File: config.mk
export PLATFORM = sky130hd
export DESIGN_NAME = anisotropic_diffusion_step
export DESIGN_NICKNAME = d
export VERILOG_FILES = /design/src/rtl/ads_pkg.sv /design/src/rtl/ads_grad.sv /design/src/rtl/ads_flux.sv /design/src/rtl/ads_update.sv /design/src/rtl/anisotropic_diffusion_step.sv
export SDC_FILE = /design/constraint.sdc
export NUM_CORES = 2
export LEC_CHECK = 0
export BUFFER_PORTS_ARGS = -buffer_cell sky130_fd_sc_hd__buf_2
export CORE_ASPECT_RATIO = 1.1
export CORE_MARGIN = 2
export CORE_UTILIZATION = 67
export CTS_CLUSTER_DIAMETER = 100
export CTS_CLUSTER_SIZE = 20
export DETAILED_ROUTE_END_ITERATION = 7
export GPL_ROUTABILITY_DRIVEN = 0
export HOLD_SLACK_MARGIN = 0.08
export PLACE_DENSITY_LB_ADDON = 0.1
export SLEW_MARGIN = 20
export SYNTH_ARGS = -nofsm -noshare
export SYNTH_HDL_FRONTEND = slang
export SYNTH_SLANG_ARGS = --single-unit
File: constraint.sdc
create_clock -name clk_i -period 8.02 [get_ports clk_i]
set_clock_uncertainty 0.05 [all_clocks]
set_input_delay 0.802 -clock clk_i [delete_from_list [all_inputs] [get_ports clk_i]]
set_output_delay 0.802 -clock clk_i [all_outputs]
set_load 0.1 [all_outputs]
File: src/rtl/ads_pkg.sv
`timescale 1ns / 1ps
`default_nettype none

package ads_pkg;

  localparam int CONDUCTANCE_FRAC_BITS = 16;
  localparam int STEP_FRAC_BITS        = 16;
  localparam int COND_W  = CONDUCTANCE_FRAC_BITS + 1;
  localparam int DIFF_W  = 9;
  localparam int PROD_W  = COND_W + 1 + DIFF_W;
  localparam int SUM_W   = PROD_W + 2;
  localparam int STEP_W  = 15;
  localparam int SCL_W   = STEP_W + 1 + SUM_W;
  localparam int SHIFT   = STEP_FRAC_BITS + CONDUCTANCE_FRAC_BITS;
  localparam int TOT_W   = SCL_W + 1;
  localparam int ROM_N   = 256;
  localparam int BIG_W   = 8 * 9 + 5 * (CONDUCTANCE_FRAC_BITS + 2) + 10;

  localparam logic [STEP_W-1:0] TIME_STEP_RESET = 15'd10923;

  // flux directions
  localparam int DIR_E = 0;
  localparam int DIR_W = 1;
  localparam int DIR_S = 2;
  localparam int DIR_N = 3;

  typedef struct packed {
    logic [7:0] center;
    logic [7:0] left;
    logic [7:0] right;
    logic [7:0] upper;
    logic [7:0] lower;
    logic       region;
  } ads_pix_t;

  typedef struct packed {
    logic [7:0]             center;
    logic                   region;
    logic [3:0][DIFF_W-1:0] diff;
  } ads_diff_t;

  typedef struct packed {
    logic [7:0]             center;
    logic                   region;
    logic [3:0][DIFF_W-1:0] diff;
    logic [3:0][COND_W-1:0] cond;
  } ads_cond_t;

  typedef struct packed {
    logic [7:0]       center;
    logic             region;
    logic [SUM_W-1:0] sum;
  } ads_sum_t;

  // true when 2^F / (1 + (d/2)^1.8) >= k - 1/2
  function automatic logic reaches(int unsigned d, int unsigned k);
    logic [BIG_W-1:0] lhs;
    logic [BIG_W-1:0] rhs;
    logic [BIG_W-1:0] b;
    logic [BIG_W-1:0] a;
    lhs = BIG_W'(1);
    rhs = BIG_W'(512);
    b   = BIG_W'(2 * k - 1);
    a   = BIG_W'((64'd1 << (CONDUCTANCE_FRAC_BITS + 1)) - 64'(2 * k - 1));
    for (int i = 0; i < 9; i++) begin
      lhs = lhs * BIG_W'(d);
    end
    for (int i = 0; i < 5; i++) begin
      lhs = lhs * b;
      rhs = rhs * a;
    end
    return lhs <= rhs;
  endfunction

  function automatic logic [ROM_N*COND_W-1:0] build_rom();
    logic [ROM_N*COND_W-1:0] rom;
    int unsigned lo;
    int unsigned hi;
    int unsigned mid;
    rom = '0;
    for (int unsigned d = 0; d < ROM_N; d++) begin
      lo = 0;
      hi = 1 << CONDUCTANCE_FRAC_BITS;
      while (lo < hi) begin
        mid = lo + (hi - lo + 1) / 2;
        if (reaches(d, mid)) begin
          lo = mid;
        end else begin
          hi = mid - 1;
        end
      end
      rom[d*COND_W +: COND_W] = COND_W'(lo);
    end
    return rom;
  endfunction

  localparam logic [ROM_N*COND_W-1:0] COND_ROM = build_rom();

  function automatic logic [COND_W-1:0] cond_lookup(logic [7:0] mag);
    return COND_ROM[mag*COND_W +: COND_W];
  endfunction

endpackage

`default_nettype wire

File: src/rtl/ads_grad.sv
`timescale 1ns / 1ps
`default_nettype none

module ads_grad (
  input  wire logic              clk_i,
  input  wire logic              rst_ni,
  input  wire logic              in_valid_i,
  output logic                   in_ready_o,
  input  wire ads_pkg::ads_pix_t in_data_i,
  output logic                   out_valid_o,
  input  wire logic              out_ready_i,
  output ads_pkg::ads_cond_t     out_data_o
);

  logic               a_valid_q, b_valid_q;
  logic               a_ready, b_ready;
  ads_pkg::ads_diff_t a_d, a_q;
  ads_pkg::ads_cond_t b_d, b_q;

  assign b_ready    = !b_valid_q || out_ready_i;
  assign a_ready    = !a_valid_q || b_ready;
  assign in_ready_o = a_ready;

  always_comb begin
    a_d.center = in_data_i.center;
    a_d.region = in_data_i.region;
    a_d.diff[ads_pkg::DIR_E] = {1'b0, in_data_i.right}  - {1'b0, in_data_i.center};
    a_d.diff[ads_pkg::DIR_W] = {1'b0, in_data_i.center} - {1'b0, in_data_i.left};
    a_d.diff[ads_pkg::DIR_S] = {1'b0, in_data_i.lower}  - {1'b0, in_data_i.center};
    a_d.diff[ads_pkg::DIR_N] = {1'b0, in_data_i.center} - {1'b0, in_data_i.upper};
  end

  always_comb begin
    logic [ads_pkg::DIFF_W-1:0] mag;
    b_d.center = a_q.center;
    b_d.region = a_q.region;
    b_d.diff   = a_q.diff;
    for (int i = 0; i < 4; i++) begin
      mag = a_q.diff[i][ads_pkg::DIFF_W-1] ? (~a_q.diff[i] + 1'b1) : a_q.diff[i];
      b_d.cond[i] = ads_pkg::cond_lookup(mag[7:0]);
    end
  end

  always_ff @(posedge clk_i or negedge rst_ni) begin
    if (!rst_ni) begin
      a_valid_q <= 1'b0;
      b_valid_q <= 1'b0;
    end else begin
      if (a_ready) a_valid_q <= in_valid_i;
      if (b_ready) b_valid_q <= a_valid_q;
    end
  end

  always_ff @(posedge clk_i) begin
    if (a_ready && in_valid_i) a_q <= a_d;
    if (b_ready && a_valid_q)  b_q <= b_d;
  end

  assign out_valid_o = b_valid_q;
  assign out_data_o  = b_q;

endmodule

`default_nettype wire

File: src/rtl/ads_flux.sv
`timescale 1ns / 1ps
`default_nettype none

module ads_flux (
  input  wire logic               clk_i,
  input  wire logic               rst_ni,
  input  wire logic               in_valid_i,
  output logic                    in_ready_o,
  input  wire ads_pkg::ads_cond_t in_data_i,
  output logic                    out_valid_o,
  input  wire logic               out_ready_i,
  output ads_pkg::ads_sum_t       out_data_o
);

  logic                                c_valid_q, d_valid_q;
  logic                                c_ready, d_ready;
  logic [7:0]                          c_center_q;
  logic                                c_region_q;
  logic [3:0][ads_pkg::PROD_W-1:0]     prod_d, prod_q;
  ads_pkg::ads_sum_t                   s_d, s_q;

  assign d_ready    = !d_valid_q || out_ready_i;
  assign c_ready    = !c_valid_q || d_ready;
  assign in_ready_o = c_ready;

  // flux products, west and north enter with negative sign
  always_comb begin
    for (int i = 0; i < 4; i++) begin
      prod_d[i] = $signed({1'b0, in_data_i.cond[i]}) * $signed(in_data_i.diff[i]);
    end
  end

  always_comb begin
    s_d.center = c_center_q;
    s_d.region = c_region_q;
    s_d.sum    = ads_pkg::SUM_W'($signed(prod_q[ads_pkg::DIR_E]))
               - ads_pkg::SUM_W'($signed(prod_q[ads_pkg::DIR_W]))
               + ads_pkg::SUM_W'($signed(prod_q[ads_pkg::DIR_S]))
               - ads_pkg::SUM_W'($signed(prod_q[ads_pkg::DIR_N]));
  end

  always_ff @(posedge clk_i or negedge rst_ni) begin
    if (!rst_ni) begin
      c_valid_q <= 1'b0;
      d_valid_q <= 1'b0;
    end else begin
      if (c_ready) c_valid_q <= in_valid_i;
      if (d_ready) d_valid_q <= c_valid_q;
    end
  end

  always_ff @(posedge clk_i) begin
    if (c_ready && in_valid_i) begin
      c_center_q <= in_data_i.center;
      c_region_q <= in_data_i.region;
      prod_q     <= prod_d;
    end
    if (d_ready && c_valid_q) s_q <= s_d;
  end

  assign out_valid_o = d_valid_q;
  assign out_data_o  = s_q;

endmodule

`default_nettype wire

File: src/rtl/ads_update.sv
`timescale 1ns / 1ps
`default_nettype none

module ads_update (
  input  wire logic                       clk_i,
  input  wire logic                       rst_ni,
  input  wire logic [ads_pkg::STEP_W-1:0] time_step_i,
  input  wire logic                       in_valid_i,
  output logic                            in_ready_o,
  input  wire ads_pkg::ads_sum_t          in_data_i,
  output logic                            out_valid_o,
  input  wire logic                       out_ready_i,
  output logic [7:0]                      new_pixel_o
);

  logic                       e_valid_q, f_valid_q;
  logic                       e_ready, f_ready;
  logic [7:0]                 e_center_q;
  logic                       e_region_q;
  logic [ads_pkg::SCL_W-1:0]  scl_d, scl_q;
  logic [ads_pkg::TOT_W-1:0]  total;
  logic [ads_pkg::TOT_W-1:0]  quot;
  logic [7:0]                 pix_d, pix_q;

  assign f_ready    = !f_valid_q || out_ready_i;
  assign e_ready    = !e_valid_q || f_ready;
  assign in_ready_o = e_ready;

  assign scl_d = $signed({1'b0, time_step_i}) * $signed(in_data_i.sum);

  always_comb begin
    total = {{(ads_pkg::TOT_W - 8 - ads_pkg::SHIFT){1'b0}}, e_center_q,
             {ads_pkg::SHIFT{1'b0}}}
          + ads_pkg::TOT_W'($signed(scl_q));
    quot  = total >> ads_pkg::SHIFT;
    if (!e_region_q) begin
      pix_d = e_center_q;
    end else if (total[ads_pkg::TOT_W-1]) begin
      pix_d = 8'd0;
    end else if (quot > ads_pkg::TOT_W'(255)) begin
      pix_d = 8'd255;
    end else begin
      pix_d = quot[7:0];
    end
  end

  always_ff @(posedge clk_i or negedge rst_ni) begin
    if (!rst_ni) begin
      e_valid_q <= 1'b0;
      f_valid_q <= 1'b0;
    end else begin
      if (e_ready) e_valid_q <= in_valid_i;
      if (f_ready) f_valid_q <= e_valid_q;
    end
  end

  always_ff @(posedge clk_i) begin
    if (e_ready && in_valid_i) begin
      e_center_q <= in_data_i.center;
      e_region_q <= in_data_i.region;
      scl_q      <= scl_d;
    end
    if (f_ready && e_valid_q) pix_q <= pix_d;
  end

  assign out_valid_o = f_valid_q;
  assign new_pixel_o = pix_q;

endmodule

`default_nettype wire

File: src/rtl/anisotropic_diffusion_step.sv
`timescale 1ns / 1ps
`default_nettype none

// One Perona-Malik diffusion update per 8-bit gray pixel from a 4-neighbor stencil.
// Input channel: in_valid_i / in_stall_o with the five pixels and in_region_i;
//   a transfer happens at a clock edge with valid high and stall low.
// Output channel: out_valid_o / out_stall_i with new_pixel_o, driven from a register.
// Config channel: cfg_valid_i / cfg_ready_o carries the Q0.16 time step; ready is
//   always high, write only while no pixel is in flight.
// Throughput: one pixel per clock unless stalled. Six register stages (differences,
//   conductance ROM, flux products, flux sum, time-step multiply, saturate and
//   output); the transfer edge loads the first stage, and the result is offered
//   from the last stage, the output register.
// Stall: each stage holds while the next one is full and blocked; empty stages
//   keep filling, so in_stall_o rises only once the whole pipe is full behind a
//   stalled output. Nothing is dropped or repeated.
// Reset: all stage valid bits clear, the time step returns to one sixth (10923).
// Pixels outside the region pass through the same pipe with their center value.
module anisotropic_diffusion_step (
  input  wire logic                       clk_i,
  input  wire logic                       rst_ni,
  input  wire logic                       cfg_valid_i,
  output logic                            cfg_ready_o,
  input  wire logic [ads_pkg::STEP_W-1:0] time_step_q16_i,
  input  wire logic                       in_valid_i,
  output logic                            in_stall_o,
  input  wire logic [7:0]                 center_pixel_i,
  input  wire logic [7:0]                 left_pixel_i,
  input  wire logic [7:0]                 right_pixel_i,
  input  wire logic [7:0]                 upper_pixel_i,
  input  wire logic [7:0]                 lower_pixel_i,
  input  wire logic                       in_region_i,
  output logic                            out_valid_o,
  input  wire logic                       out_stall_i,
  output logic [7:0]                      new_pixel_o
);

  logic [ads_pkg::STEP_W-1:0] time_step_q, time_step_d;
  ads_pkg::ads_pix_t          pix;
  ads_pkg::ads_cond_t         cond;
  ads_pkg::ads_sum_t          sum;
  logic                       in_ready;
  logic                       cond_valid, cond_ready;
  logic                       sum_valid, sum_ready;

  assign cfg_ready_o = 1'b1;
  assign time_step_d = (cfg_valid_i && cfg_ready_o) ? time_step_q16_i : time_step_q;

  always_ff @(posedge clk_i or negedge rst_ni) begin
    if (!rst_ni) begin
      time_step_q <= ads_pkg::TIME_STEP_RESET;
    end else begin
      time_step_q <= time_step_d;
    end
  end

  assign pix.center = center_pixel_i;
  assign pix.left   = left_pixel_i;
  assign pix.right  = right_pixel_i;
  assign pix.upper  = upper_pixel_i;
  assign pix.lower  = lower_pixel_i;
  assign pix.region = in_region_i;

  assign in_stall_o = !in_ready;

  ads_grad u_grad (
    .clk_i       (clk_i),
    .rst_ni      (rst_ni),
    .in_valid_i  (in_valid_i),
    .in_ready_o  (in_ready),
    .in_data_i   (pix),
    .out_valid_o (cond_valid),
    .out_ready_i (cond_ready),
    .out_data_o  (cond)
  );

  ads_flux u_flux (
    .clk_i       (clk_i),
    .rst_ni      (rst_ni),
    .in_valid_i  (cond_valid),
    .in_ready_o  (cond_ready),
    .in_data_i   (cond),
    .out_valid_o (sum_valid),
    .out_ready_i (sum_ready),
    .out_data_o  (sum)
  );

  ads_update u_update (
    .clk_i       (clk_i),
    .rst_ni      (rst_ni),
    .time_step_i (time_step_q),
    .in_valid_i  (sum_valid),
    .in_ready_o  (sum_ready),
    .in_data_i   (sum),
    .out_valid_o (out_valid_o),
    .out_ready_i (!out_stall_i),
    .new_pixel_o (new_pixel_o)
  );

endmodule

`default_nettype wire

==> flow_summary.ini <==
[outcome]
status = completed

[detailed_routing]
ant_nets = 0
first_iter_violations = 4146
drc = 0
dr.pass1.iters = 8
drt-total-wl_mm = 139
wire_per_inst_um = 19.2
vias = 43700
viasPerCell = 6.04

[grt]
antenna_found_initial = 1
overflow = 0
grt_pass1_vias = 44800
grt_usage_pct = 32.1
grt_max_degree = 76
grt_first_pass_wirelength_mm = 231

[worst_setup_path]
cp.required_ns = 8.36
start_kind = register
worstPathArrival_ns = 7.65
rr_startpoint = time_step_q[2]
worstPathMaxFanout = 18
critPathCaptureType = register
critPathLaunch = time_step_q[2]
critPathKind = reg -> reg

[min_path]
hold_path_class = in -> async

[clock_tree]
post_cts.repair.setup_buffers = 0
h-tree-depth = 1
numClockSinks = 364
clock-root-buffer = clkbuf_16
cts_resized = 0
cts_made_buffers = 28
clock_latency_ns = 0.63
ctsHoldBuffers = 0
cts_buffer_depth = 3
cts_tree = built
path_clk_slew_ns = 0.08

[synth]
async_flop_share_pct = 5.77
syn_avg_cell_area_um2 = 9.28
yosys_warnings = 0
synth-main-ff-cell = edfxtp_1
seq_area_frac_synth_pct = 18.7
synth_fp_nets = 7707
synth.cell_area_um2 = 58000
synth_edf_count = 343
synth.distinct_cells = 84
syn_inst = 6252
synth-seq-cells = 364

[layout]
drive_gt1_share_pct = 4.44
nets = 7517
syn2layout_area_growth_pct = 3.26
final_common_cell = inv_1
diodes = 0
final_cell_mix = 1010 x inv_1, 898 x fa_1, 781 x nand2_1, 496 x ha_1, 428 x and2_1

[floorplanning]
ioPinCount = 72
start_util_pct = 67.4
core-area_um2 = 86100
dieArea_um2 = 89000
dieWidth_um = 285
row_count = 113
die_y_um = 313

[placement]
port_buffers = 70
dp_hpwl_mm = 109

[sta]
slew_headroom_pct = 23.2
fin_crit_ns = 7.31
setup_tns_ns = 0
setup_viol = 0
post-route-period-util_pct = 91.1
rsz0062_at_grt = false
final_hold_viol_count = 0
fmax_ghz = 0.137
tightest_slew_ns = 1.14
slew_viol_final = 0

[run]
maxCapViolCount = 0
worst paths after layout:
path / end / slack [ns] / cells past startpoint
min reg2reg: u_flux.out_data_o[37] / 0.37 / 0
max in group asynchronous: time_step_q[10] / 7.21 / 1
min in group clk_i: u_grad.a_q[36] / 0.30 / 1
max reg2reg: u_update.scl_q[41] / 0.71 / 21
min: u_update.out_valid_o / 0.20 / 1
max: u_update.scl_q[41] / 0.71 / 21
final cells by class:
class / count / area, um2
clock inverters: 14 / 180
repair buffers: 131 / 808
flip-flops and latches: 364 / 10800
inverters: 1013 / 3800
well taps: 1150 / 1440
clock buffers: 35 / 737
fillers: 6728 / 26200
multi-input cells: 4524 / 42100
cells by family after synthesis:
logic type | share of synthesized area, %
xor gates and xnor gates | 3.09
AOI/OAI and AO/OA | 11.7
other | 0.00646
adders and majority gates | 41.7
DFF | 18.7
and+or+nand+nor | 15.1
muxes | 0.705
buffers and inverters | 8.99
routing by layer:
layer	share of wire [%]	global-route usage (%)	wire length [um]	vias up
met5	0	0	0	-
met4	3.6	10.4	5040	0
met3	7.8	5.02	10800	347
met2	49	54.2	67600	1898
met1	40	42.6	55500	21500
li1	-	-	-	19900
critical path, stage by stage (launching register included):
cell	delay, ns
dfrtp_1	0.77
nand2_1	0.23
fa_1	0.67
inv_1	0.13
fa_1	0.50
inv_1	0.06
fa_1	0.49
fa_1	0.57
fa_1	0.44
fa_1	0.50
inv_1	0.05
ha_1	0.38
a21o_1	0.29
nor4_1	0.20
and3_1	0.18
o311ai_0	0.37
nand4b_1	0.37
nand3_1	0.16
and2_1	0.20
a21o_1	0.20
a21oi_1	0.19
xnor2_1	0.09
registers in the layout (all words and copies together), names as in the netlist, 8 cells and up:
| register | cells |
|---|---|
| u_grad.out_data_o | 113 |
| u_flux.prod_q | 108 |
| u_grad.a_q | 45 |
| u_flux.out_data_o | 38 |
| time_step_q | 15 |
| u_update.scl_q | 13 |
| u_flux.c_center_q | 8 |
| u_update.e_center_q | 8 |
| u_update.new_pixel_o | 8 |
Yosys cell counts, types with 15 or more instances:
cell      number  share of area (%)
a211oi_1      52               0.67
a21o_1        84                1.1
a21oi_1      281                2.4
a221oi_1      21               0.32
a311oi_1      15               0.23
a31oi_1       44               0.47
and2_1       431                4.6
and3_1        26               0.28
buf_1         23               0.15
buf_2         62               0.53
clkbuf_1     260                1.7
edfxtp_1     343                 18
fa_1         898                 31
ha_1         496                 11
inv_1       1010                6.5
mux2_2        19               0.37
nand2_1      781                5.1
nand2b_1      88               0.95
nand3_1       71               0.61
nor2_1       255                1.6
nor2b_1       46               0.50
nor3_1        81               0.70
o211ai_1      53               0.69
o21a_1        18               0.23
o21ai_0      260                2.2
o21bai_1      16               0.21
o221ai_1      23               0.35
o22ai_1       32               0.34
o311ai_0      24               0.36
xnor2_1      131                2.0
xor2_1        59               0.89
stage by stage:
| step | std cells | setup slack [ns] | area, um2 | util, % | hold slack [ns] |
|---|---|---|---|---|---|
| after floorplan | 6252 | 1.03 | 58000 | - | 0.350 |
| after global routing | 7231 | 0.462 | 59900 | 69.6 | 0.211 |
| final | 7231 | 0.714 | 59900 | 69.6 | 0.204 |
| after CTS | 7231 | 0.793 | 59900 | 69.6 | 0.198 |
| after global placement | 7182 | 0.964 | 59000 | 68.5 | 0.351 |
| after detailed placement | 7182 | 0.782 | 59000 | 68.5 | 0.355 |
Power is left out: the tool's default activity adds up to more than one toggle a clock period on the data nets, which glitch-free logic cannot reach.
